File: config.mk
export PLATFORM = sky130hd
export DESIGN_NAME = wheel_slip_detector
export DESIGN_NICKNAME = d
export VERILOG_FILES = /design/src/wsd_pkg.sv /design/src/wheel_slip_detector.sv /design/src/wsd_cfg.sv /design/src/wsd_mul.sv
export SDC_FILE = /design/constraint.sdc
export NUM_CORES = 2
export LEC_CHECK = 0
export BUFFER_PORTS_ARGS = -buffer_cell sky130_fd_sc_hd__buf_2
export CORE_MARGIN = 4
export CORE_UTILIZATION = 45
export DETAILED_ROUTE_END_ITERATION = 10
export HOLD_SLACK_MARGIN = 0.1
export SYNTH_ARGS = -nofsm -noshare
export SYNTH_HDL_FRONTEND = slang
export SYNTH_HIERARCHICAL = 1
export SYNTH_SLANG_ARGS = --single-unit
File: constraint.sdc
create_clock -name clk -period 12.46 [get_ports clk]
set_clock_uncertainty 0.05 [all_clocks]
set_input_delay 2.492 -clock clk [delete_from_list [all_inputs] [get_ports clk]]
set_output_delay 2.492 -clock clk [all_outputs]
set_load 0.03 [all_outputs]
File: src/wsd_pkg.sv
// Package for the wheel slip detector: widths, constants, payload types and helpers.
package wsd_pkg;

	// Fixed-point format of all rates, speeds and accelerations.
	localparam int FRAC_BITS = 16;
	localparam int VALUE_BITS = 24;

	// Fixed field widths.
	localparam int LIMIT_W = 23;
	localparam int COUNT_W = 8;
	localparam int US_W = 16;
	localparam int CFG_IDX_W = 4;

	// Magnitudes of differences need one bit more than a value.
	localparam int MAG_W = VALUE_BITS + 1;
	localparam int CMP_W = (MAG_W > LIMIT_W) ? MAG_W : LIMIT_W;

	// Integration divider: 1000000 = 2^6 * 15625. The product is shifted right by six,
	// then divided by 15625 through a reciprocal multiply and one correction step.
	localparam int PROD_W = VALUE_BITS + US_W;
	localparam int PRE_SHIFT = 6;
	localparam int DIV_K = PROD_W - PRE_SHIFT;
	localparam longint DIV_ODD = 15625;
	localparam int DIV_ODD_LOG = 13;
	localparam int QUO_W = DIV_K - DIV_ODD_LOG;
	localparam longint RECIP = (longint'(1) << DIV_K) / DIV_ODD;

	// Shared multiplier operand and product widths.
	localparam int MUL_A_W = DIV_K;
	localparam int MUL_B_W = (QUO_W > US_W) ? QUO_W : US_W;
	localparam int MUL_P_W = MUL_A_W + MUL_B_W;

	// Saturation bounds of the speed estimate.
	localparam logic signed [VALUE_BITS-1:0] VALUE_MAX = {1'b0, {(VALUE_BITS-1){1'b1}}};
	localparam logic signed [VALUE_BITS-1:0] VALUE_MIN = {1'b1, {(VALUE_BITS-1){1'b0}}};

	// Clamp a constant to the limit register range.
	function automatic logic [LIMIT_W-1:0] clamp_limit(input longint v);
		longint lmax;
		lmax = (longint'(1) << LIMIT_W) - 1;
		return (v > lmax) ? LIMIT_W'(lmax) : LIMIT_W'(v);
	endfunction

	// Register reset values, derived from the fraction width.
	localparam longint ONE_FIXED = longint'(1) << FRAC_BITS;
	localparam logic [LIMIT_W-1:0] RST_X_ACC_DIFF = clamp_limit(ONE_FIXED);
	localparam logic [LIMIT_W-1:0] RST_X_ACC_WHEEL = clamp_limit(ONE_FIXED);
	localparam logic [LIMIT_W-1:0] RST_GYRO_YAW = clamp_limit(ONE_FIXED);
	localparam logic [LIMIT_W-1:0] RST_YAW_DIFF = clamp_limit(6 * ONE_FIXED);
	localparam logic [LIMIT_W-1:0] RST_YAW_WHEEL = clamp_limit(12 * ONE_FIXED);
	localparam logic [LIMIT_W-1:0] RST_SPEED_DIFF = clamp_limit((ONE_FIXED + 500) / 1000);
	localparam logic [LIMIT_W-1:0] RST_LOW_SPEED = clamp_limit((ONE_FIXED * 5 + 50) / 100);
	localparam logic [COUNT_W-1:0] RST_DEBOUNCE = COUNT_W'(50);

	// Configuration register indexes.
	typedef enum logic [CFG_IDX_W-1:0] {
		REG_X_ACC_DIFF = 4'd0,
		REG_X_ACC_WHEEL = 4'd1,
		REG_GYRO_YAW = 4'd2,
		REG_YAW_DIFF = 4'd3,
		REG_YAW_WHEEL = 4'd4,
		REG_SPEED_DIFF = 4'd5,
		REG_LOW_SPEED = 4'd6,
		REG_DEBOUNCE = 4'd7
	} wsd_reg_t;

	// Sequencer states.
	typedef enum logic [2:0] {
		S_IDLE,
		S_PROD,
		S_RECIP,
		S_BACK,
		S_CORR,
		S_EST,
		S_DONE
	} wsd_state_t;

	// Configuration register set.
	typedef struct packed {
		logic [LIMIT_W-1:0] x_acc_diff_limit;
		logic [LIMIT_W-1:0] x_acc_wheel_limit;
		logic [LIMIT_W-1:0] gyro_yaw_limit;
		logic [LIMIT_W-1:0] yaw_diff_limit;
		logic [LIMIT_W-1:0] yaw_wheel_limit;
		logic [LIMIT_W-1:0] speed_diff_limit;
		logic [LIMIT_W-1:0] low_speed_limit;
		logic [COUNT_W-1:0] debounce_ticks;
	} wsd_cfg_t;

	// One control tick.
	typedef struct packed {
		logic signed [VALUE_BITS-1:0] wheel_accel;
		logic signed [VALUE_BITS-1:0] imu_accel;
		logic signed [VALUE_BITS-1:0] wheel_yaw_rate;
		logic signed [VALUE_BITS-1:0] gyro_yaw_rate;
		logic signed [VALUE_BITS-1:0] wheel_speed;
		logic [US_W-1:0] elapsed_us;
	} wsd_sample_t;

	// One result.
	typedef struct packed {
		logic slipping;
		logic drive_enable;
		logic forward_slip;
		logic yaw_slip;
		logic signed [VALUE_BITS-1:0] speed_estimate;
		logic [COUNT_W-1:0] debounce_count;
	} wsd_result_t;

	// Sign-extend a value to the difference width.
	function automatic logic signed [MAG_W-1:0] widen(input logic signed [VALUE_BITS-1:0] v);
		return MAG_W'(v);
	endfunction

	// Magnitude of a difference-width value, extended to the compare width.
	function automatic logic [CMP_W-1:0] abs_mag(input logic signed [MAG_W-1:0] v);
		logic [MAG_W-1:0] m;
		m = v[MAG_W-1] ? -v : v;
		return CMP_W'(m);
	endfunction

endpackage

File: src/wheel_slip_detector.sv
// Top level of the wheel slip detector: sequencer, slip state and result register.
// Each sample passes through the shared multiplier three times (product, reciprocal,
// back-multiply), then the correction, estimate update and finish steps; the next sample
// is taken only once the sequencer has returned to idle.
// A waiting result does not block the next sample; only the finish step waits for it.
// Reset (arst_n low, asynchronous) clears slip state, flags, estimate and counter and loads
// the default thresholds.
module wheel_slip_detector (
	input  logic                            clk,
	input  logic                            arst_n,
	input  logic                            sample_valid,
	output logic                            sample_ready,
	input  wsd_pkg::wsd_sample_t            sample,
	output logic                            result_valid,
	input  logic                            result_ready,
	output wsd_pkg::wsd_result_t            result,
	input  logic                            cfg_valid,
	output logic                            cfg_ready,
	input  logic [wsd_pkg::CFG_IDX_W-1:0]   cfg_index,
	input  logic [wsd_pkg::LIMIT_W-1:0]     cfg_data
);

	wsd_pkg::wsd_cfg_t cfg;
	wsd_pkg::wsd_state_t state_q, state_d;
	wsd_pkg::wsd_sample_t smp_q;
	wsd_pkg::wsd_result_t res_q;
	logic res_valid_q;

	logic [wsd_pkg::MUL_A_W-1:0] mul_a;
	logic [wsd_pkg::MUL_B_W-1:0] mul_b;
	logic [wsd_pkg::MUL_P_W-1:0] mul_p;

	logic [wsd_pkg::DIV_K-1:0] x_q;
	logic [wsd_pkg::QUO_W-1:0] q0_q;
	logic [wsd_pkg::QUO_W-1:0] quo_q;
	logic fwd_set_q, yaw_set_q, yaw_clr_q, low_q;

	logic slip_q, fwd_q, yaw_q, started_q;
	logic signed [wsd_pkg::VALUE_BITS-1:0] est_q;
	logic [wsd_pkg::COUNT_W-1:0] cnt_q;

	logic sample_fire, done_fire;
	logic [wsd_pkg::CMP_W-1:0] mag_wa, mag_ia, mag_wy, mag_gy, mag_ws;
	logic [wsd_pkg::CMP_W-1:0] mag_acc_gap, mag_yaw_gap, mag_spd_gap;
	logic fwd_set, yaw_set, yaw_clr, low_spd, spd_close;
	logic [wsd_pkg::DIV_K-1:0] rem;
	logic [wsd_pkg::QUO_W-1:0] quo_fix;
	logic [wsd_pkg::MAG_W-1:0] quo_ext;
	logic signed [wsd_pkg::MAG_W-1:0] quo_sgn, est_sum;
	logic signed [wsd_pkg::VALUE_BITS-1:0] est_sat, est_d;
	logic started_d;
	logic fwd_d, yaw_d, slip_d;
	logic [wsd_pkg::COUNT_W-1:0] cnt_inc, cnt_d;

	// Configuration registers.
	wsd_cfg u_cfg (
		.clk       (clk),
		.arst_n    (arst_n),
		.cfg_valid (cfg_valid),
		.cfg_ready (cfg_ready),
		.cfg_index (cfg_index),
		.cfg_data  (cfg_data),
		.cfg       (cfg)
	);

	// Shared multiplier.
	wsd_mul u_mul (
		.clk  (clk),
		.a    (mul_a),
		.b    (mul_b),
		.prod (mul_p)
	);

	assign sample_ready = (state_q == wsd_pkg::S_IDLE);
	assign sample_fire = sample_valid && sample_ready;
	assign done_fire = (state_q == wsd_pkg::S_DONE) && (!res_valid_q || result_ready);
	assign result_valid = res_valid_q;
	assign result = res_q;

	// Magnitudes and gaps of the held sample.
	always_comb begin
		mag_wa = wsd_pkg::abs_mag(wsd_pkg::widen(smp_q.wheel_accel));
		mag_ia = wsd_pkg::abs_mag(wsd_pkg::widen(smp_q.imu_accel));
		mag_wy = wsd_pkg::abs_mag(wsd_pkg::widen(smp_q.wheel_yaw_rate));
		mag_gy = wsd_pkg::abs_mag(wsd_pkg::widen(smp_q.gyro_yaw_rate));
		mag_ws = wsd_pkg::abs_mag(wsd_pkg::widen(smp_q.wheel_speed));
		mag_acc_gap = wsd_pkg::abs_mag(wsd_pkg::widen(smp_q.wheel_accel)
			- wsd_pkg::widen(smp_q.imu_accel));
		mag_yaw_gap = wsd_pkg::abs_mag(wsd_pkg::widen(smp_q.wheel_yaw_rate)
			- wsd_pkg::widen(smp_q.gyro_yaw_rate));
		mag_spd_gap = wsd_pkg::abs_mag(wsd_pkg::widen(smp_q.wheel_speed)
			- wsd_pkg::widen(est_q));
	end

	// Threshold tests for setting and clearing the raw flags.
	always_comb begin
		fwd_set = (mag_acc_gap > wsd_pkg::CMP_W'(cfg.x_acc_diff_limit)) && (mag_wa > mag_ia)
			&& (mag_wa > wsd_pkg::CMP_W'(cfg.x_acc_wheel_limit))
			&& (mag_gy < wsd_pkg::CMP_W'(cfg.gyro_yaw_limit));
		yaw_set = (mag_yaw_gap > wsd_pkg::CMP_W'(cfg.yaw_diff_limit)) && (mag_wy > mag_gy)
			&& (mag_wy > wsd_pkg::CMP_W'(cfg.yaw_wheel_limit));
		yaw_clr = mag_yaw_gap < wsd_pkg::CMP_W'(cfg.yaw_diff_limit);
		low_spd = mag_ws < wsd_pkg::CMP_W'(cfg.low_speed_limit);
		spd_close = mag_spd_gap < wsd_pkg::CMP_W'(cfg.speed_diff_limit);
	end

	// Multiplier operands for each pass of the divider.
	always_comb begin
		mul_a = '0;
		mul_b = '0;
		case (state_q)
			wsd_pkg::S_PROD: begin
				mul_a = wsd_pkg::MUL_A_W'(mag_ia);
				mul_b = wsd_pkg::MUL_B_W'(smp_q.elapsed_us);
			end
			wsd_pkg::S_RECIP: begin
				mul_a = mul_p[wsd_pkg::PRE_SHIFT +: wsd_pkg::DIV_K];
				mul_b = wsd_pkg::MUL_B_W'(wsd_pkg::RECIP);
			end
			wsd_pkg::S_BACK: begin
				mul_a = wsd_pkg::MUL_A_W'(mul_p[wsd_pkg::DIV_K +: wsd_pkg::QUO_W]);
				mul_b = wsd_pkg::MUL_B_W'(wsd_pkg::DIV_ODD);
			end
			default: begin
			end
		endcase
	end

	// Quotient correction and the saturated estimate update.
	always_comb begin
		rem = x_q - mul_p[wsd_pkg::DIV_K-1:0];
		quo_fix = q0_q + wsd_pkg::QUO_W'(rem >= wsd_pkg::DIV_K'(wsd_pkg::DIV_ODD));
		quo_ext = wsd_pkg::MAG_W'(quo_q);
		quo_sgn = smp_q.imu_accel[wsd_pkg::VALUE_BITS-1] ? -quo_ext : quo_ext;
		est_sum = wsd_pkg::widen(est_q) + quo_sgn;
		if (est_sum[wsd_pkg::MAG_W-1] != est_sum[wsd_pkg::MAG_W-2]) begin
			est_sat = est_sum[wsd_pkg::MAG_W-1] ? wsd_pkg::VALUE_MIN : wsd_pkg::VALUE_MAX;
		end else begin
			est_sat = est_sum[wsd_pkg::VALUE_BITS-1:0];
		end
		if (!slip_q) begin
			est_d = smp_q.wheel_speed;
			started_d = 1'b0;
		end else if (!started_q) begin
			est_d = smp_q.wheel_speed;
			started_d = 1'b1;
		end else begin
			est_d = est_sat;
			started_d = 1'b1;
		end
	end

	// Flag update and debounce counter.
	always_comb begin
		fwd_d = (fwd_q || fwd_set_q) && !(slip_q && (spd_close || low_q));
		yaw_d = (yaw_q || yaw_set_q) && !(slip_q && yaw_clr_q);
		cnt_inc = (cnt_q != '1) ? cnt_q + wsd_pkg::COUNT_W'(1) : cnt_q;
		slip_d = slip_q;
		cnt_d = cnt_q;
		if (fwd_d || yaw_d) begin
			cnt_d = cnt_inc;
			if (cnt_inc >= cfg.debounce_ticks) begin
				slip_d = 1'b1;
				cnt_d = cfg.debounce_ticks;
			end
		end else if (cnt_q != '0) begin
			cnt_d = cnt_q - wsd_pkg::COUNT_W'(1);
		end else begin
			slip_d = 1'b0;
		end
	end

	// Sequencer state register.
	always_ff @(posedge clk or negedge arst_n) begin
		if (!arst_n) begin
			state_q <= wsd_pkg::S_IDLE;
		end else begin
			state_q <= state_d;
		end
	end

	// Sequencer next state.
	always_comb begin
		state_d = state_q;
		case (state_q)
			wsd_pkg::S_IDLE: if (sample_fire) state_d = wsd_pkg::S_PROD;
			wsd_pkg::S_PROD: state_d = wsd_pkg::S_RECIP;
			wsd_pkg::S_RECIP: state_d = wsd_pkg::S_BACK;
			wsd_pkg::S_BACK: state_d = wsd_pkg::S_CORR;
			wsd_pkg::S_CORR: state_d = wsd_pkg::S_EST;
			wsd_pkg::S_EST: state_d = wsd_pkg::S_DONE;
			wsd_pkg::S_DONE: if (done_fire) state_d = wsd_pkg::S_IDLE;
			default: state_d = wsd_pkg::S_IDLE;
		endcase
	end

	// Working registers of one tick.
	always_ff @(posedge clk) begin
		if (sample_fire) begin
			smp_q <= sample;
		end
		if (state_q == wsd_pkg::S_PROD) begin
			fwd_set_q <= fwd_set;
			yaw_set_q <= yaw_set;
			yaw_clr_q <= yaw_clr;
			low_q <= low_spd;
		end
		if (state_q == wsd_pkg::S_RECIP) begin
			x_q <= mul_p[wsd_pkg::PRE_SHIFT +: wsd_pkg::DIV_K];
		end
		if (state_q == wsd_pkg::S_BACK) begin
			q0_q <= mul_p[wsd_pkg::DIV_K +: wsd_pkg::QUO_W];
		end
		if (state_q == wsd_pkg::S_CORR) begin
			quo_q <= quo_fix;
		end
		if (done_fire) begin
			res_q.slipping <= slip_d;
			res_q.drive_enable <= !slip_d;
			res_q.forward_slip <= fwd_d;
			res_q.yaw_slip <= yaw_d;
			res_q.speed_estimate <= est_q;
			res_q.debounce_count <= cnt_d;
		end
	end

	// Persistent slip state and result handshake.
	always_ff @(posedge clk or negedge arst_n) begin
		if (!arst_n) begin
			slip_q <= 1'b0;
			fwd_q <= 1'b0;
			yaw_q <= 1'b0;
			started_q <= 1'b0;
			est_q <= '0;
			cnt_q <= '0;
			res_valid_q <= 1'b0;
		end else begin
			if (state_q == wsd_pkg::S_EST) begin
				est_q <= est_d;
				started_q <= started_d;
			end
			if (done_fire) begin
				slip_q <= slip_d;
				fwd_q <= fwd_d;
				yaw_q <= yaw_d;
				cnt_q <= cnt_d;
				res_valid_q <= 1'b1;
			end else if (res_valid_q && result_ready) begin
				res_valid_q <= 1'b0;
			end
		end
	end

	// A new result appears only from the finish step.
	a_result_from_done: assert property (@(posedge clk) disable iff (!arst_n)
		$rose(res_valid_q) |-> $past(state_q) == wsd_pkg::S_DONE)
		else $error("result became valid outside the finish step");

	// Drive enable is always the inverse of the slip state.
	a_drive_enable: assert property (@(posedge clk) disable iff (!arst_n)
		result_valid |-> result.drive_enable != result.slipping)
		else $error("drive enable does not match slip state");

	// The slip state ends only once the debounce counter has run down.
	a_slip_fall: assert property (@(posedge clk) disable iff (!arst_n)
		$fell(slip_q) |-> cnt_q == '0)
		else $error("slip state cleared with a nonzero counter");

	// Outside slip the estimate follows the wheel speed.
	a_est_track: assert property (@(posedge clk) disable iff (!arst_n)
		(state_q == wsd_pkg::S_DONE && !slip_q) |-> est_q == smp_q.wheel_speed)
		else $error("estimate does not track wheel speed outside slip");

endmodule

File: src/wsd_cfg.sv
// Configuration register file of the wheel slip detector.
module wsd_cfg (
	input  logic                            clk,
	input  logic                            arst_n,
	input  logic                            cfg_valid,
	output logic                            cfg_ready,
	input  logic [wsd_pkg::CFG_IDX_W-1:0]   cfg_index,
	input  logic [wsd_pkg::LIMIT_W-1:0]     cfg_data,
	output wsd_pkg::wsd_cfg_t               cfg
);

	wsd_pkg::wsd_cfg_t cfg_q;

	// Writes are always taken.
	assign cfg_ready = 1'b1;
	assign cfg = cfg_q;

	// Register writes; an index beyond the list is ignored.
	always_ff @(posedge clk or negedge arst_n) begin
		if (!arst_n) begin
			cfg_q.x_acc_diff_limit <= wsd_pkg::RST_X_ACC_DIFF;
			cfg_q.x_acc_wheel_limit <= wsd_pkg::RST_X_ACC_WHEEL;
			cfg_q.gyro_yaw_limit <= wsd_pkg::RST_GYRO_YAW;
			cfg_q.yaw_diff_limit <= wsd_pkg::RST_YAW_DIFF;
			cfg_q.yaw_wheel_limit <= wsd_pkg::RST_YAW_WHEEL;
			cfg_q.speed_diff_limit <= wsd_pkg::RST_SPEED_DIFF;
			cfg_q.low_speed_limit <= wsd_pkg::RST_LOW_SPEED;
			cfg_q.debounce_ticks <= wsd_pkg::RST_DEBOUNCE;
		end else if (cfg_valid) begin
			case (wsd_pkg::wsd_reg_t'(cfg_index))
				wsd_pkg::REG_X_ACC_DIFF: cfg_q.x_acc_diff_limit <= cfg_data;
				wsd_pkg::REG_X_ACC_WHEEL: cfg_q.x_acc_wheel_limit <= cfg_data;
				wsd_pkg::REG_GYRO_YAW: cfg_q.gyro_yaw_limit <= cfg_data;
				wsd_pkg::REG_YAW_DIFF: cfg_q.yaw_diff_limit <= cfg_data;
				wsd_pkg::REG_YAW_WHEEL: cfg_q.yaw_wheel_limit <= cfg_data;
				wsd_pkg::REG_SPEED_DIFF: cfg_q.speed_diff_limit <= cfg_data;
				wsd_pkg::REG_LOW_SPEED: cfg_q.low_speed_limit <= cfg_data;
				wsd_pkg::REG_DEBOUNCE: cfg_q.debounce_ticks <= cfg_data[wsd_pkg::COUNT_W-1:0];
				default: begin
				end
			endcase
		end
	end

endmodule

File: src/wsd_mul.sv
// Shared unsigned multiplier with a registered product.
module wsd_mul (
	input  logic                          clk,
	input  logic [wsd_pkg::MUL_A_W-1:0]   a,
	input  logic [wsd_pkg::MUL_B_W-1:0]   b,
	output logic [wsd_pkg::MUL_P_W-1:0]   prod
);

	logic [wsd_pkg::MUL_P_W-1:0] prod_q;

	// One multiply per cycle, result available the next cycle.
	always_ff @(posedge clk) begin
		prod_q <= wsd_pkg::MUL_P_W'(a) * wsd_pkg::MUL_P_W'(b);
	end

	assign prod = prod_q;

endmodule

# == Word level (Yosys, flattened, before mapping) ==
# Cells that the tools add are included.
# totals
reg_bits,516
latch_bits,0
ramBits,0
rom_bits,0
input_bits,168
output_inout_bits,39
word_cells,145
mem_count,0
# classes
n_addsub,17
n_mul,1
div,0
order_cmp,12
eq_ne,17
shifts,0
muxes,28
bitwise_logic,0
reduce_logical,34
# ops
cell,count
2-to-1 mux 25 bit,9
negator 24 -> 25 bit,5
one-hot mux 34 bit (3 select lines),1
greater-than comparator 25 x 23 -> 1 bit,4
< comparator 25 x 23 -> 1 bit,4
2-to-1 mux 24 bit,4
negator 25 bit,3
subtractor 24 x 24 -> 25 bit,3
one-hot mux 21 bit (3 select lines),1
multiplier 34 x 21 -> 55 bit,1
greater-than comparator 25 bit,2
"greater-or-equal comparator 34 x 14 -> 1 bit, second input constant",1
subtractor 34 bit,1
2-to-1 mux 8 bit,4
adder 24 x 25 -> 25 bit,1
negator 21 -> 25 bit,1
adder 21 x 1 -> 21 bit,1
one-hot mux 3 bit (7 select lines),1
AND reduction 2 bit,9
"== test 4 x 3 -> 1 bit, second input constant",4
logical AND 1 bit,12
"== test 3 bit, second input constant",3
"adder 8 x 1 -> 8 bit, second input constant",1
"== test 4 x 2 -> 1 bit, second input constant",2
17 further kinds,31

# == Depth between registers and ports, before layout ==
# logic_depth
ltp_word,11
ltp_mapped,35
ltp_nobuf,33

# == Cells and area by module ==
# Netlist, hierarchy kept.
# by_module_without_submodules
mod,n_inst,cells_each,area_per_inst_um2,seq_area_each_um2
wheel_slip_detector,1,3200,28195.8,8568.2
wsd_mul,1,2725,24319.6,1101.1
wsd_cfg,1,370,6454.9,4252.8

# == Worst setup path before layout ==
# No wires, ideal clock.
# synth_path
kind,register to register
startpoint,register state_q[2]
endpoint,register u_mul.prod_q (netlist bit u_mul/prod[52])
setup_time_ns,0.123
arrival_time_ns,8.014
required_ns,12.287
slack_ns,4.273
stages_incl_launch_ff,33
path_buffers,4
period_less_slack_ns,8.187
path_cell_list,dfrtp_1 clkbuf_1 nand2b_1 nor2_1 clkbuf_1 a22oi_1 o21ai_0 clkbuf_1 and2_1 fa_1 fa_1 inv_1 fa_1 inv_1 fa_1 inv_1 fa_1 inv_1 fa_1 inv_1 fa_1 inv_1 ha_1 buf_2 a21oi_1 o21bai_1 a221o_1 a31oi_4 o21ai_2 a41oi_2 o21a_1 o21ai_1 xor2_1
# synth_via
elab_chain_len,3
elab_cells_between_ends,6
classes_between,mul: 1; eq/ne: 3; mux: 2
# synth_rtl
element,line,text
"start, declared",wheel_slip_detector.sv:24,"wsd_pkg::wsd_state_t state_q, state_d;"
"start signal, assigned",wheel_slip_detector.sv:176,state_q <= wsd_pkg::S_IDLE;
"start signal, assigned",wheel_slip_detector.sv:178,state_q <= state_d;
== test 3 x 2 -> 1 bit or == test 3 x 1 -> 1 bit (tied branches),wheel_slip_detector.sv:111,case (state_q)
one-hot mux 34 bit (3 select lines) (*),wheel_slip_detector.sv:111,
named net mul_a (one bit),wheel_slip_detector.sv:29,logic [wsd_pkg::MUL_A_W-1:0] mul_a;
multiplier 34 x 21 -> 55 bit (*),wsd_mul.sv:13,prod_q <= wsd_pkg::MUL_P_W'(a) * wsd_pkg::MUL_P_W'(b);
"end signal, assigned",wsd_mul.sv:13,
"end, declared",wsd_mul.sv:9,logic [wsd_pkg::MUL_P_W-1:0] prod_q;
# Mark *: on every way through the listed nets, which the timed path passes. The rest lies on a longest branch.
# A chain may end at the register's enable or synchronous reset.

# == Final worst setup path ==
# layout_path
startpoint,register state_q[1]
endpoint,register u_mul.prod_q (netlist bit u_mul/prod[52])
# layout_via
elab_chain_len,3
elab_cells_between_ends,6
classes_between,mul: 1; eq/ne: 3; mux: 2
# layout_rtl
element,line,text
== test 3 x 2 -> 1 bit or == test 3 x 1 -> 1 bit (tied branches),wheel_slip_detector.sv:111,
one-hot mux 21 bit (3 select lines) (*),wheel_slip_detector.sv:111,
named net mul_b (one bit),wheel_slip_detector.sv:30,logic [wsd_pkg::MUL_B_W-1:0] mul_b;
multiplier 34 x 21 -> 55 bit (*),wsd_mul.sv:13,
# Marks and branches as above.

==> run_results.csv <==
group,metric,value,unit
synthesis,synthArstFlopShare,40.5,%
clock_network,clk_pin_slew,60,ps
synthesis,yosysMostFrequentCell,"inv_1",
global_routing,grt_remaining_overflow,0,
setup_path,start_kind,"flip-flop",
final_layout,area_growth,8.30,%
clock_network,clockBufferDepth,3,
synthesis,netlist_area,59000,µm²
die,die_width,370,µm
clock_network,postCtsSetupRepairBufs,0,
place,io_buffers,205,
clock_network,cts_buffers,58,
sta,report.final.slew_viol_count,0,
die,die_h,370,µm
die,pin_count,207,
hold_path,min_from,"u_mul/prod[46]",
sta,rsz0062_at_grt,"no",
place,dp_hpwl,137000,µm
setup_path,path_common_cell,"fa_1",
route,drcViolationCount,0,
clock_network,h-tree-depth,2,
die,fp.coreArea,130000,µm²
setup_path,crit_type,"flip-flop to flip-flop",
synthesis,synth_common_cells,"inv_1, fa_1, nand2_1, ha_1, and2_1",
sta,min_period,9730,ps
setup_path,regToRegStartpoint,"state_q[1]",
final_layout,drive_above_1_share,10.1,%
global_routing,grt_pass1_vias,46245,
die,die_area,137000,µm²
sta,fmax,103,MHz
synthesis,yosysTopAreaCell,"fa_1",
synthesis,synth_area_leaders,"fa_1, edfxtp_1, ha_1, dfrtp_1, inv_1",
setup_path,crit_buf_inv,8,
global_routing,grtUsageTotal,25.3,%
synthesis,synth_seq_cells,516,
route,dr.pass1.iters,5,
route,antenna_left,0,
synthesis,syn_area_per_cell,9.37,µm²
hold_path,hp-class,"flip-flop to flip-flop",
clock_network,worstSkewPairLatency,650,ps
global_routing,grt_pass1_wl,270000,µm
route,num_vias,45130,
status,status,"finished clean",
sta,period_share,78.1,%
sta,slew_headroom,17.8,%
setup_path,cp_slowest_stage_delay,800,ps
synthesis,yosysWarnings,6,
sta,hold_viol,0,
flow_run,max_cap_violations,0,
setup_path,slowest_stage,"a21o_1",
route,wirelength,173000,µm
synthesis,synth_edf_count,252,
place,place_congestion,0.947,
die,initial_utilization,45.4,%
route,wire_per_inst,21.2,µm
global_routing,antenna_found_initial,9,
route,viasPerCell,5.51,
global_routing,grt_max_degree,80,
setup_path,crit_family,"adder cells",
sta,final-setup-viol-count,0,
final_layout,fin_nets,7694,
synthesis,syn_inst,6295,
clock_network,postCtsHoldBufs,0,
clock_network,clock_sinks,516,
setup_path,worst-path-max-fanout,34,
route,drtIter0Drc,3358,
die,rows,132,
synthesis,ys.flop_type,"edfxtp_1",
setup_path,crit_path_start,"state_q[1]",
synthesis,synth_top_area_share,20.7,%
clock_network,cts_root_buf,"clkbuf_16",
clock_network,cts_tree,"built",
setup_path,cp.arrival,10210,ps
synthesis,ys_seq_area_share,23.6,%
sta,final.setup.tns,0,ps
setup_path,crit_required,12940,ps
clock_network,cts-resized-gates,0,
sta,worstMarginPinSlew,1230,ps
setup_path,end_kind,"flip-flop",
synthesis,ys_types,114,
flip-flops by register name, indices dropped and copies added (netlist names):
| register | count |
|---|---|
| yaw_q | 1 |
| result_valid | 1 |
| q0_q | 21 |
| cnt_q | 8 |
| u_mul/prod | 55 |
| fwd_q | 1 |
| quo_q | 21 |
| slip_q | 1 |
| result | 36 |
| x_q | 34 |
| started_q | 1 |
| state_q | 3 |
| fwd_set_q | 1 |
| low_q | 1 |
| smp_q | 136 |
| yaw_clr_q | 1 |
| est_q | 24 |
| u_cfg/cfg | 169 |
| yaw_set_q | 1 |
kinds of logic after synthesis:
logic type               synth area share (%)
AND/OR/NAND/NOR                          14.9
buffers and inverters                    8.42
other                                  0.0191
adder cells (fa/ha/maj)                  31.8
XOR/XNOR                                 5.14
AO/OA/AOI/OAI                            12.2
multiplexers                             3.91
flip-flops                               23.6
stage by stage:
stage                     worst slack (ps)  hold slack, ps  area (µm²)  std cells  util (%)
after floorplan                       4270             358       59100       6325         -
after global placement                2970             380       61800       8076      47.6
after detailed placement              2890             379       61800       8076      47.6
after CTS                             2860             398       63900       8185      49.2
after global routing                  2250             417       63900       8185      49.2
final                                 2730             391       63900       8186      49.2
worst reg2reg max path, delay by kind of cell, from the launching register on:
family	cells	cell delay, ps
adders and majority gates	8	3800
AOI/OAI and AO/OA	9	2560
buffers and inverters	8	1350
and+or+nand+nor	3	1020
DFF	1	680
xor gates and xnor gates	1	140
cell type report:
class	count	area, µm²
diodes	1	2.50
clock inverters	36	428
well taps	1742	2180
clock buffers	73	1600
fillers	12280	66000
inverters	1041	3910
flip-flops and latches	516	13900
repair buffers	271	1530
multi-input cells	4506	40300
placed cells by master (no fill, tap or decap), types with 38 or more instances in the layout:
master        n
nand2b_1     60
a21oi_1     249
and2_1      410
buf_4        66
fa_1        610
inv_1      1039
dfxtp_1      55
xnor2_1     271
a31oi_1      38
nor2_1      200
a21o_1      140
nand4_1      69
edfxtp_1    252
nor2b_1      43
ha_1        522
xor2_1       73
dfrtp_1     190
buf_2       204
nand2_1     600
nand3_1      74
o21a_1       46
o31ai_1      50
mux2_2      158
o21ai_0     216
nor3_1       92
clkbuf_16    58
final timing paths:
path / endpoint / slack [ps] / cells past startpoint
min in group asynchronous: u_cfg/cfg[100] / 1770 / 1
setup reg to reg: u_mul/prod[52] / 2730 / 29
hold reg to reg: q0_q[12] / 390 / 0
hold / removal: q0_q[12] / 390 / 0
setup / recovery: u_mul/prod[52] / 2730 / 29
max in group asynchronous: u_cfg/cfg[160] / 9130 / 2
routing by layer:
| layer | part of all wire, % | up-vias | global-route usage, % | wire [µm] |
|---|---|---|---|---|
| li1 | - | 21025 | - | - |
| met1 | 44 | 22582 | 34.3 | 75700 |
| met2 | 47 | 1279 | 42.6 | 81500 |
| met3 | 5.5 | 242 | 2.46 | 9580 |
| met4 | 3.7 | 2 | 8.38 | 6500 |
| met5 | 0.0075 | - | 0 | 13 |
Power is not shown: default switching activity piles up to over one toggle a cycle in this logic, so the estimate is an artifact.
